File: config.mk
export PLATFORM = sky130hd
export DESIGN_NAME = see_ram
export DESIGN_NICKNAME = d
export VERILOG_FILES = /design/src/design/see_ram.sv
export SDC_FILE = /design/constraint.sdc
export NUM_CORES = 2
export LEC_CHECK = 0
export CAP_MARGIN = 20
export CORE_MARGIN = 10
export CORE_UTILIZATION = 60
export CTS_CLUSTER_DIAMETER = 200
export CTS_CLUSTER_SIZE = 25
export DETAILED_ROUTE_END_ITERATION = 6
export DONT_BUFFER_PORTS = 1
export GPL_TIMING_DRIVEN = 0
export PLACE_DENSITY = 0.76
export SLEW_MARGIN = 40
export SYNTH_ARGS = -nofsm -noshare
export SYNTH_HDL_FRONTEND = slang
export SYNTH_SLANG_ARGS = --single-unit
File: constraint.sdc
create_clock -name clk -period 6.2 [get_ports clk]
set_input_delay 0.31 -clock clk [delete_from_list [all_inputs] [get_ports clk]]
set_output_delay 0.31 -clock clk [all_outputs]
set_load 0.05 [all_outputs]
File: src/design/see_ram.sv
`timescale 1ns / 1ps
`default_nettype none
// ----------------------------------------------------------------------------
// see_ram: generic single-port-write, single-port-read RAM
// One write and one registered read per cycle; contents undefined at reset.
// ----------------------------------------------------------------------------
module see_ram #(
	parameter int WIDTH = 32,
	parameter int DEPTH = 64
) (
	input  wire logic                     clk,
	input  wire logic                     we,
	input  wire logic [$clog2(DEPTH)-1:0] waddr,
	input  wire logic [WIDTH-1:0]         wdata,
	input  wire logic [$clog2(DEPTH)-1:0] raddr,
	output logic      [WIDTH-1:0]         rdata
);

	logic [WIDTH-1:0] mem [DEPTH];

	always_ff @(posedge clk) begin
		if (we) begin
			mem[waddr] <= wdata;
		end
		rdata <= mem[raddr];
	end

endmodule
`default_nettype wire

==> out/results.tsv <==
metric	value	unit
routed wire length	249800	microns
postcts setup bufs	0	
met2 wire len	111600	microns
CP Cell Sequence	buf_2 > buf_2 > nand2b_1 > buf_1 > clkbuf_1 > o22ai_1 > nor2_1 > a21oi_1 > nor2_1	
tightest hold margin	0.2225	ns
sum of net half-perimeters after detailed placement	161000	microns
WL met1	75490	microns
CTS root buffer	clkbuf_16	
worst rel slew slack	36.49	%
clk_skew	0.06204	ns
worst slack, placed	1.852	ns
routed via count	41650	
Setup violations, final	0	
crit path DAT	4.36	ns
most frequent cells in the layout	2048 x edfxtp_1, 544 x mux4_2, 130 x buf_16	
port buffer count	0	
placed cell areas	85310	sq um
Crit. Startpoint	raddr[1]	
status	finished, violations left	
Critical Path RT	6.78	ns
Crit. End Element	flip-flop	
Final Critical Period	3.774	ns
H-tree Lvls	3	
initial antenna violation count	21	
synthesized net count	3370	
clk sinks	2080	
Highest Signal Layer	met5	
Yosys top cell area share	78.33	%
DRC marker count from the first detailed-route iteration	8177	
worst-case reg-to-reg path depth	5	
syn avg cell area	23.62	sq um
Design Area, Final	89300	sq um
# rows	132	
CP max-delay cell	clkbuf_1	
RSZ-0062 raised after global routing	false	
Seq/Total Area, Yosys	79.14	%
grt ovf	0	
FMAX	265.0	MHz
Syn-to-layout area delta	13.74	%
first-pass GRT wire length	339300	microns
vias per cell	7.572	
Min-Delay Path Class	in2reg	
violated checks	design-rule violations	
cell taking the most area after synthesis	edfxtp_1	
Slew Viols, Final	0	
Synth Warn #	0	
Final Cycle Share	60.87	%
static leakage	27.67	nW
Startpoint Class	primary input	
met3 wire length	40850	microns
endpoints failing hold	0	
synth top area cells	edfxtp_1 78%, mux4_2 16%, mux2i_1 1.2%	
max-cap violations	0	
Tightest Pin Transition	0.9527	ns
CTS Buffer Depth	3	
io pins	78	
Synth Cell Area	78520	sq um
Final ANT Viol Nets	0	
Final Wtd Congestion	0.8980	
peak supply drop	287.2	uV
critical path type	in2reg	
pin count of the biggest net entering global routing	65	
die area	145700	sq um
Reg2Reg Setup Slack	3.66	ns
Distinct cells, synth	34	
RR Endpoint	rdata[15]$_DFF_P_	
Synth Instances	3324	
commonest non-fill, non-tap cell in the layout	edfxtp_1	
CTS Buf Count	93	
TritonCTS clock tree	yes	
final worst setup slack	2.426	ns
worst flop-to-flop path startpoint	mem[43][15]$_DFFE_PP_	
Initial Utilization	60.48	%
Seq cells post-synth	2080	
CP endpoint	rdata[28]$_DFF_P_	
fill cell count	7431	
CORE AREA	129800	sq um
layout cell share with drive strength beyond 1	29.42	%
Die H	381.7	microns
Layout Nets	3733	
drt drc	4	
wire per inst	45.42	microns
vias in the first global route	40810	
Die Span X	381.7	microns
Clock transition at path regs	0.10	ns
crit path max fanout	11	
Pwr per Cell Area	275.3	nW/um^2
Clock Latency Late Sink	0.81	ns
All-Layer GR Usage	34.21	%
DR pass1 iterations	7	
slowest cell delay on critical path	0.78	ns
[layout make-up]
cell class	count	area (sq um)	share of cell area [%]
clock inverter	5	66.31	0.07426
buffer	182	955.9	1.070
sequential	2080	62140	69.58
antenna	12	30.03	0.03363
timing repair buffer	268	5318	5.955
tap	1742	2180	2.441
multi-input combinational	1062	16030	17.95
clock buffer	149	2580	2.889
[flip-flops by register name, summed over array words and instances, names as in the netlist]
signal	cells
rdata	32
mem	2048
[synthesized netlist by cell type]
master,n
a21oi_1,62
a22oi_1,12
a311oi_1,8
a31oi_1,1
a41o_1,4
and2_1,2
and3_1,4
buf_1,21
buf_2,57
buf_4,25
buf_6,5
clkbuf_1,74
dfxtp_1,32
edfxtp_1,2048
mux2i_1,93
mux4_2,544
nand2_1,26
nand2b_1,8
nand3_1,5
nand3b_1,5
nand4_1,2
nand4b_1,1
nor2_1,137
nor2b_1,15
nor3_1,7
o221ai_1,27
o22ai_1,84
o32ai_1,4
or2_0,1
or2_1,1
or2_2,1
or3_1,3
or3b_1,2
or3b_2,3
[metrics by stage]
step                      util, %  setup TNS (ns)  std cells  power, mW
after floorplan                 -               0       3324      16.76
after global placement      62.16          -91.42       5066      17.23
after detailed placement    65.71               0       5266      17.31
after CTS                   68.68               0       5484      24.39
after global routing        68.77               0       5489      24.96
final                       68.79               0       5500      24.59
[power breakdown]
group	switching, mW	internal, mW	total, mW	leakage (nW)
clock network	4.28	2.90	7.18	1.27
logic	1.12	0.592	1.71	7.71
registers	0.156	15.5	15.7	18.7
[metal layers]
layer	vias to the layer above	track usage [%]
met3	1122	12.64
met2	4487	50.83
met4	18	22.31
li1	14900	-
met1	21120	42.51
met5	-	0
[repair_timing]
action | 4_1_cts | 5_1_grt
resized for setup | 0 | 0
endpoints found under the hold margin | 2048 | 0
hold buffers | 64 | 0
[worst max-delay path: cells and delay by family]
kind | cells | cell delay (ns)
buffers and inverters | 4 | 2.32
and+or+nand+nor | 3 | 1.25
AOI/OAI and AO/OA | 2 | 0.42
[cells by family (layout without fill, tap and decap cells)]
logic type | count (synthesis) | after routing | synth area share, %
AO/OA/AOI/OAI | 202 | 202 | 1.673
buffers and inverters | 182 | 604 | 1.128
flip-flops | 2080 | 2080 | 79.14
multiplexers | 637 | 637 | 16.79
other | 0 | 12 | 0
AND/OR/NAND/NOR | 223 | 223 | 1.265
[worst min-delay path by stage]
| stage | startpoint | endpoint | slack, ns | cells past startpoint |
|---|---|---|---|---|
| detailed placement | wdata[14] | mem[21][14]$_DFFE_PP_ | 0.42 | 0 |
| finish | waddr[0] | mem[51][13]$_DFFE_PP_ | 0.22 | 2 |
| global placement | wdata[14] | mem[17][14]$_DFFE_PP_ | 0.42 | 0 |
| CTS | waddr[0] | mem[51][13]$_DFFE_PP_ | 0.17 | 2 |
| floorplan | wdata[0] | mem[0][0]$_DFFE_PP_ | 0.41 | 0 |
| global route | raddr[4] | rdata[5]$_DFF_P_ | 0.21 | 3 |
Note: power is estimated with default switching activity, not from simulation.
