--- config.mk ---
export PLATFORM = sky130hd
export DESIGN_NAME = see_alu
export DESIGN_NICKNAME = d
export VERILOG_FILES = /design/src/design/see_pkg.sv /design/src/design/see_alu.sv
export SDC_FILE = /design/constraint.sdc
export NUM_CORES = 1
export LEC_CHECK = 0
export BUFFER_PORTS_ARGS = -buffer_cell sky130_fd_sc_hd__buf_2
export CORE_MARGIN = 3
export CORE_UTILIZATION = 50
export CTS_CLUSTER_SIZE = 20
export DETAILED_ROUTE_END_ITERATION = 8
export GPL_ROUTABILITY_DRIVEN = 1
export PLACE_DENSITY_LB_ADDON = 0.05
export RECOVER_POWER = 25
export SKIP_LAST_GASP = 1
export SYNTH_ARGS = -nofsm -noshare
export SYNTH_HDL_FRONTEND = slang
export SYNTH_SLANG_ARGS = --single-unit
--- constraint.sdc ---
create_clock -name clk -period 6.2 [get_ports clk]
set_input_delay 0.93 -clock clk [delete_from_list [all_inputs] [get_ports clk]]
set_output_delay 0.93 -clock clk [all_outputs]
set_load 0.01 [all_outputs]
--- src/design/see_pkg.sv ---
`timescale 1ns / 1ps
`default_nettype none
// ----------------------------------------------------------------------------
// see_pkg: shared types and constants for the stack expression evaluator
// Widths, character codes, status codes and the ALU request type.
// ----------------------------------------------------------------------------
package see_pkg;

	localparam int SEE_STACK_DEPTH = 64;
	localparam int SEE_WORD_W      = 32;
	localparam int SEE_SYM_W       = 8;
	localparam int SEE_STATUS_W    = 3;
	localparam int SEE_DEPTH_W     = 7;

	localparam logic [SEE_SYM_W-1:0] CH_PLUS  = 8'h2B;
	localparam logic [SEE_SYM_W-1:0] CH_MINUS = 8'h2D;
	localparam logic [SEE_SYM_W-1:0] CH_MUL   = 8'h2A;
	localparam logic [SEE_SYM_W-1:0] CH_DIV   = 8'h2F;
	localparam logic [SEE_SYM_W-1:0] CH_MOD   = 8'h25;
	localparam logic [SEE_SYM_W-1:0] CH_ZERO  = 8'h30;
	localparam logic [SEE_SYM_W-1:0] CH_NINE  = 8'h39;

	typedef enum logic [SEE_STATUS_W-1:0] {
		ST_OK    = 3'd0,
		ST_UNDER = 3'd1,
		ST_OVER  = 3'd2,
		ST_DIVZ  = 3'd3,
		ST_BAD   = 3'd4,
		ST_EMPTY = 3'd5
	} status_t;

	typedef enum logic [2:0] {
		ALU_ADD,
		ALU_SUB,
		ALU_MUL,
		ALU_DIV,
		ALU_REM
	} alu_op_t;

	typedef struct packed {
		logic    start;
		alu_op_t op;
	} alu_req_t;

	function automatic logic is_digit(input logic [SEE_SYM_W-1:0] sym);
		return sym inside {[CH_ZERO:CH_NINE]};
	endfunction

	function automatic logic is_oper(input logic [SEE_SYM_W-1:0] sym);
		return sym inside {CH_PLUS, CH_MINUS, CH_MUL, CH_DIV, CH_MOD};
	endfunction

	function automatic alu_op_t op_of(input logic [SEE_SYM_W-1:0] sym);
		alu_op_t op;
		case (sym)
			CH_PLUS:  op = ALU_ADD;
			CH_MINUS: op = ALU_SUB;
			CH_MUL:   op = ALU_MUL;
			CH_DIV:   op = ALU_DIV;
			CH_MOD:   op = ALU_REM;
			default:  op = ALU_ADD;
		endcase
		return op;
	endfunction

endpackage
`default_nettype wire

--- src/design/see_alu.sv ---
`timescale 1ns / 1ps
`default_nettype none
// ----------------------------------------------------------------------------
// see_alu: iterative 32-bit arithmetic unit
// One shared adder does add/sub in one pass, multiply by shift-add and
// signed divide/remainder by restoring division, one bit per cycle.
// ----------------------------------------------------------------------------
module see_alu import see_pkg::*; (
	input  wire logic                  clk,
	input  wire logic                  arst_n,
	input  wire alu_req_t              req,
	input  wire logic [SEE_WORD_W-1:0] lhs,
	input  wire logic [SEE_WORD_W-1:0] rhs,
	output logic                       done,
	output logic      [SEE_WORD_W-1:0] result
);

	localparam int CNT_W = $clog2(SEE_WORD_W);
	localparam logic [CNT_W-1:0] CNT_LAST = CNT_W'(SEE_WORD_W - 1);

	typedef enum logic [2:0] {A_IDLE, A_MUL, A_DIV, A_FIX, A_DONE} a_state_t;

	a_state_t              state_q;
	logic [SEE_WORD_W-1:0] acc_q;   // product / remainder / result
	logic [SEE_WORD_W-1:0] opa_q;   // multiplicand / dividend, then quotient
	logic [SEE_WORD_W-1:0] opb_q;   // multiplier / divisor
	logic [CNT_W-1:0]      cnt_q;
	logic                  neg_q;
	logic                  want_rem_q;

	logic [SEE_WORD_W-1:0] add_x, add_y;
	logic                  add_sub;
	logic [SEE_WORD_W:0]   sum;
	logic [SEE_WORD_W-1:0] rem_sh;
	logic [SEE_WORD_W-1:0] lhs_mag, rhs_mag;

	assign rem_sh  = {acc_q[SEE_WORD_W-2:0], opa_q[SEE_WORD_W-1]};
	assign lhs_mag = lhs[SEE_WORD_W-1] ? (SEE_WORD_W'(0) - lhs) : lhs;
	assign rhs_mag = rhs[SEE_WORD_W-1] ? (SEE_WORD_W'(0) - rhs) : rhs;

	// shared adder operand select
	always_comb begin
		case (state_q)
			A_IDLE: begin
				add_x   = lhs;
				add_y   = rhs;
				add_sub = (req.op == ALU_SUB);
			end
			A_MUL: begin
				add_x   = acc_q;
				add_y   = opa_q;
				add_sub = 1'b0;
			end
			A_DIV: begin
				add_x   = rem_sh;
				add_y   = opb_q;
				add_sub = 1'b1;
			end
			A_FIX: begin
				add_x   = '0;
				add_y   = want_rem_q ? acc_q : opa_q;
				add_sub = 1'b1;
			end
			default: begin
				add_x   = acc_q;
				add_y   = '0;
				add_sub = 1'b0;
			end
		endcase
	end

	assign sum = {1'b0, add_x} + {1'b0, add_sub ? ~add_y : add_y}
		+ (SEE_WORD_W + 1)'(add_sub);

	always_ff @(posedge clk or negedge arst_n) begin
		if (!arst_n) begin
			state_q    <= A_IDLE;
			acc_q      <= '0;
			opa_q      <= '0;
			opb_q      <= '0;
			cnt_q      <= '0;
			neg_q      <= 1'b0;
			want_rem_q <= 1'b0;
		end else begin
			case (state_q)
				A_IDLE: begin
					if (req.start) begin
						cnt_q <= '0;
						case (req.op)
							ALU_ADD, ALU_SUB: begin
								acc_q   <= sum[SEE_WORD_W-1:0];
								state_q <= A_DONE;
							end
							ALU_MUL: begin
								acc_q   <= '0;
								opa_q   <= lhs;
								opb_q   <= rhs;
								state_q <= A_MUL;
							end
							ALU_DIV, ALU_REM: begin
								acc_q      <= '0;
								opa_q      <= lhs_mag;
								opb_q      <= rhs_mag;
								want_rem_q <= (req.op == ALU_REM);
								// remainder takes the dividend's sign
								neg_q      <= (req.op == ALU_REM) ? lhs[SEE_WORD_W-1]
									: (lhs[SEE_WORD_W-1] ^ rhs[SEE_WORD_W-1]);
								state_q    <= A_DIV;
							end
							default: begin
								state_q <= A_DONE;
							end
						endcase
					end
				end
				A_MUL: begin
					if (opb_q[0]) begin
						acc_q <= sum[SEE_WORD_W-1:0];
					end
					opa_q <= {opa_q[SEE_WORD_W-2:0], 1'b0};
					opb_q <= {1'b0, opb_q[SEE_WORD_W-1:1]};
					cnt_q <= cnt_q + 1'b1;
					if (cnt_q == CNT_LAST) begin
						state_q <= A_DONE;
					end
				end
				A_DIV: begin
					// carry out set: no borrow, divisor fits
					acc_q <= sum[SEE_WORD_W] ? sum[SEE_WORD_W-1:0] : rem_sh;
					opa_q <= {opa_q[SEE_WORD_W-2:0], sum[SEE_WORD_W]};
					cnt_q <= cnt_q + 1'b1;
					if (cnt_q == CNT_LAST) begin
						state_q <= A_FIX;
					end
				end
				A_FIX: begin
					acc_q   <= neg_q ? sum[SEE_WORD_W-1:0] : add_y;
					state_q <= A_DONE;
				end
				A_DONE: begin
					state_q <= A_IDLE;
				end
				default: begin
					state_q <= A_IDLE;
				end
			endcase
		end
	end

	assign done   = (state_q == A_DONE);
	assign result = acc_q;

endmodule
`default_nettype wire

==> qor.txt, run 1 <==
Crit path cell chain: nor2b_1, and3_1, buf_4, a222oi_1, xor2_1, ha_1, and3_1, nand4_1, nor4_1, a31oi_1, o21ai_2, a21o_1, mux2_2, a221oi_1, o21ai_1
Synth warn: 0
Post-synthesis simple-gate area fraction: 18.92%
Area fraction in compound gates after synthesis: 30.35%
Vias/cell: 6.462
# nets final: 1515
Syn_area_per_cell: 7.640 sq um
Initial antenna violation count: 0
Starting Density: 51.46%
Ys flop type: dfrtp_1
Post-synth EDFFs: 0
Failing checks: capacitance limit, slew limit
Post-layout min period: 5489 ps
Max_slew headroom: -130.3%
Vias in the first global route: 9772
Status: complete, but fails checks
Setup_tns: 0 ps
CTS buffer count: 9
Die H: 151 microns
RSZ-0062 raised after global routing: false
Die X-Extent: 151 microns
Register area share after synthesis: 25.23%
Syn-to-layout area delta: 8.998%
CTS resizes: 0
Synth Register Bits: 106
First-pass GRT wire length: 59600 microns
Clk buf depth: 2
Clock transition at path regs: 90 ps
Final HPWL DP: 29000 microns
H-tree levels: 3
Worst EP arrival: 5730 ps
Cell mode on critical path: and3_1
Post-CTS Setup Bufs: 0
Total congestion overflow: 0
Syn Nets: 1482
Slowest stage delay, CP: 710 ps
Post-Synth Adder-Cell Area: 4.356%
CP top delay family: simple AND/OR/NAND/NOR gates
Setup violators final: 0
CP Buf/Inv Count: 1
Required @ worst endpoint: 6440 ps
Hold Violations, Final: 0
DR pass1 iterations: 6
Clk sink count: 106
Vias post-DR: 10880
Library cells used by synthesis: 84
I/O pin count: 103
GR Util All Layers: 33.96%
Syn Std Cell Area: 0.01051 sq mm
Setup CP Type: reg -> reg
Routability cong.: 1.038
# port buffers: 102
Worst setup EP type: flop
Max-slew violation count: 59
Drt initial violations: 1161
Hold WC Path Type: reg -> reg
Die area: 0.02280 sq mm
Layout cell share with drive strength beyond 1: 12.87%
Core Box Area: 0.02043 sq mm
Routed len/inst: 23.05 microns
Pin count of the biggest net entering global routing: 65
# DRC: 0
Max Clock Freq: 182.2 MHz
Cts hold-fix bufs: 0
Mapped Cells: 1376
Cell row count: 52
CTS tree: done
Clk Tree Root Cell: clkbuf_16
Worst slew pin tran: 3455 ps
Worst path slowest cell: and3_1
Max-Cap Viols: 1
Post-route antenna net violation count: 0
Main combinational cell family by area after synthesis: compound AO/OA/AOI/OAI gates
Clock skew: 15.11 ps
Async set-reset flop share out of synthesis: 100.0%
Worst-Skew Late Latency: 380 ps
Fin crit share: 88.53%
Mux contribution to synthesized area: 7.439%
XOR/XNOR share of the synthesized area: 9.081%
Worst Path Max Fanout: 24
Ant diodes: 0
Startpoint Class: flop
Final wirelength: 38820 microns
[placed cells by master (no fill, tap or decap), types with 14 or more instances in the layout]
cell type | synthesis | final
nand3_1 | 14 | 14
mux2i_1 | 68 | 68
a21o_1 | 23 | 23
inv_1 | 20 | 20
a221o_1 | 32 | 32
a21oi_1 | 128 | 125
ha_1 | 35 | 35
buf_2 | 16 | 100
buf_4 | 1 | 22
xnor2_1 | 72 | 72
o21ai_1 | 39 | 39
o21ai_0 | 105 | 105
a31oi_1 | 23 | 23
a221oi_1 | 17 | 17
nand2_1 | 164 | 164
nor2_1 | 134 | 132
xor2_1 | 37 | 37
o22ai_1 | 38 | 38
dfrtp_1 | 106 | 105
nor3_1 | 16 | 16
[cells in the mapped netlist (32+ instances only)]
| master | n | area, sq um |
|---|---|---|
| nand2_1 | 164 | 615.6 |
| nor2_1 | 134 | 503.0 |
| a21oi_1 | 128 | 640.6 |
| dfrtp_1 | 106 | 2653 |
| o21ai_0 | 105 | 525.5 |
| clkbuf_1 | 77 | 289.0 |
| xnor2_1 | 72 | 630.6 |
| mux2i_1 | 68 | 680.7 |
| o21ai_1 | 39 | 195.2 |
| o22ai_1 | 38 | 237.7 |
| xor2_1 | 37 | 324.1 |
| ha_1 | 35 | 437.9 |
| a221o_1 | 32 | 320.3 |
[worst min-delay path: cells and delay by family (launching register included)]
family,cells,cell delay [ps]
AND/OR/NAND/NOR,1,50
AO/OA/AOI/OAI,1,60
flip-flops,1,370
[sequential cells by signal, summed over array words and instances (netlist names)]
register,flops
opa_q,32
want_rem_q,1
state_q,3
cnt_q,5
result,32
neg_q,1
opb_q,32
[metal layers]
metal	track usage, %	wire length, microns	vias up
met5	0	0	-
met4	10.43	1133	0
met3	5.745	3051	57
met2	49.21	16540	487
met1	51.35	18090	5209
li1	-	-	5129
[metrics by stage]
stage	hold slack [ps]	instance area (sq um)	utilization [%]	setup WS [ps]	std cells
2_1_floorplan	456.1	10510	-	1659	1376
6_report	519.6	11460	56.09	711.4	1684
4_1_cts	518.8	11460	56.11	870.6	1684
3_5_place_dp	500.5	11150	54.59	699.9	1668
5_1_grt	538.1	11460	56.09	417.5	1684
3_3_place_gp	487.9	11150	54.59	778.9	1668
[cell type report]
type | instances | area (sq um)
Inverter | 21 | 78.83
Tap cell | 270 | 337.8
Fill cell | 2011 | 8971
Timing Repair Buffer | 124 | 673.1
Multi-Input combinational cell | 1147 | 7401
Sequential cell | 106 | 2656
Clock buffer | 9 | 225.2
Clock inverter | 7 | 86.33
[kinds of logic after synthesis]
logic type	count (synthesis)
compound gates	497
fa+ha+maj	36
mux	77
simple gates	428
xor+xnor	109
buf+inv	123
flops	106
[path summary, 6_finish.rpt]
| kind | startpoint | endpoint | slack, ps | depth (start not counted) |
|---|---|---|---|---|
| max | state_q[1] | result[4] | 710 | 15 |
| min reg2reg | opb_q[9] | opb_q[9] | 520 | 2 |
| min | opb_q[9] | opb_q[9] | 520 | 2 |
| min in group asynchronous | arst_n | want_rem_q | 1720 | 1 |
| max reg2reg | state_q[1] | result[4] | 710 | 15 |
| max in group asynchronous | arst_n | state_q[1] | 2070 | 1 |
Power of run 1 is left out: the tool's default activity adds up to more than one toggle a clock period on the data nets, which glitch-free logic cannot reach.
==> run 2: changes to the inputs <==
CAP_MARGIN = 20   (was unset)
CORE_UTILIZATION = 61   (was 50)
SKIP_CTS_REPAIR_TIMING = 1   (was unset)
==> run 2 against run 1 <==
Against the previous run:
- the flow still finishes with violations (capacitance limit, slew limit)
- first-iteration DRC count fell by 4.6%
- final area fell by 1.0%
- fmax rose by 3.0%
- clock-buffer cell count rose by 1
- die area fell by 17%
- core utilization rose by 12 points
- sequential cell count did not move
- register-to-register slack improved by 160 ps
- non-clock buffer count fell by 3
- via count rose by 0.93%
- largest cell class unchanged
==> qor.txt, run 2 (synthesized netlist as in run 1, its figures left out) <==
Status: complete, but fails checks
Failing checks: capacitance limit, slew limit
Critical R2R Capture: result[4]
Vias post-DR: 10980
CTS tree: done
# DRC: 0
Clk buf depth: 2
GR Util All Layers: 38.31%
Clock skew: 8.566 ps
Hold WC Path Type: reg -> reg
Max-slew violation count: 47
Drt initial violations: 1108
Inst Count DP: 1614
Hold Crit Endpoint: opb_q[31]
Max Clock Freq: 187.6 MHz
Hold path cells: 2
Cell row count: 47
Commonest non-fill, non-tap cell in the layout: nand2_1
Initial antenna violation count: 0
Post-route antenna net violation count: 0
Max_slew headroom: -77.75%
Most frequent cells in the layout: 164 x nand2_1, 132 x nor2_1, 125 x a21oi_1
Die H: 137.3 microns
Non-Filler Cell Area, Final: 0.01134 sq mm
Pin count of the biggest net entering global routing: 65
H-tree levels: 3
Reg2reg start: state_q[2]
Setup violators final: 0
Vias in the first global route: 9651
First-pass GRT wire length: 55570 microns
Die area: 0.01884 sq mm
Ant diodes: 0
Fin crit share: 85.97%
Total congestion overflow: 0
I/O pin count: 103
Routed len/inst: 22.28 microns
Layout cell share with drive strength beyond 1: 11.70%
Crit path cell chain: clkbuf_1, or2_2, buf_4, nor2_1, a221o_1, xnor2_1, ha_1, and3_1, a41oi_1, a32o_1, or3_4, a31oi_4, a21o_1, mux2_2, a221oi_1, o21ai_1
Clock transition at path regs: 80 ps
Die X-Extent: 137.3 microns
Worst slew pin tran: 2666 ps
Routability cong.: 1.106
Required @ worst endpoint: 6450 ps
# port buffers: 102
Clk Tree Root Cell: clkbuf_16
Worst Path Max Fanout: 18
Worst EP arrival: 5580 ps
Post-Place Cell Area: 0.01106 sq mm
Max-Cap Viols: 1
CTS buffer count: 9
DR pass1 iterations: 6
Core Box Area: 0.01670 sq mm
Worst reg2reg path depth: 16
HP Start: opb_q[31]
Final wirelength: 36320 microns
Slowest stage delay, CP: 590 ps
Non-Filler Instances: 1630
Starting Density: 62.95%
Hold Violations, Final: 0
# nets final: 1512
Clk sink count: 106
Setup_tns: 0 ps
Setup CP Type: reg -> reg
Vias/cell: 6.738
Worst path slowest cell: dfrtp_1
Final HPWL DP: 26940 microns
Utilization after layout: 67.92%
Worst-Skew Late Latency: 360 ps
Syn-to-layout area delta: 7.903%
Worst setup EP type: flop
Startpoint Class: flop
Reg2Reg Setup Slack: 870 ps
RSZ-0062 raised after global routing: false
Post-layout min period: 5330 ps
==> run 2: cell type report <==
type | instances | area, sq um
multi-input combinational | 1147 | 7401
fill | 1430 | 5358
sequential | 106 | 2656
timing repair buffer | 121 | 640.6
tap | 220 | 275.3
clock buffer | 10 | 229.0
inverter | 21 | 78.83
clock inverter | 5 | 62.56
==> run 2: per-stage QoR <==
stage | setup slack [ps] | hold WS, ps
2_1_floorplan | 1659 | 456.1
3_3_place_gp | 868.6 | 485.1
3_5_place_dp | 818.1 | 487.7
4_1_cts | 1037 | 503.7
5_1_grt | 548.3 | 541.0
6_report | 869.8 | 502.1
==> run 2: routing by layer <==
metal	routed length [microns]	GRT usage (%)	share of wire [%]
met2	14960	52.83	41
met1	15620	56.53	43
met4	1251	13.86	3.4
met3	4483	10.99	12
met5	0	0	0
==> run 2: how the worst max path moves through the flow <==
stage / from / to / slack (ps) / cells after the start
6_report: state_q[2] / result[4] / 870 / 16
5_1_grt: state_q[0] / result[23] / 550 / 14
4_1_cts: state_q[1] / result[16] / 1040 / 14
3_5_place_dp: req[2] / result[23] / 820 / 15
3_3_place_gp: req[2] / result[4] / 870 / 15
2_1_floorplan: req[2] / result[25] / 1660 / 16
==> run 2: critical path: cells and delay by family (launching register included) <==
kind,cells,cell delay (ps)
multiplexers,1,390
adder cells (fa/ha/maj),1,460
buffers and inverters,2,880
AO/OA/AOI/OAI,7,1650
AND/OR/NAND/NOR,4,1100
flip-flops,1,590
XOR/XNOR,1,140
Power of run 2 is left out for the same reason.
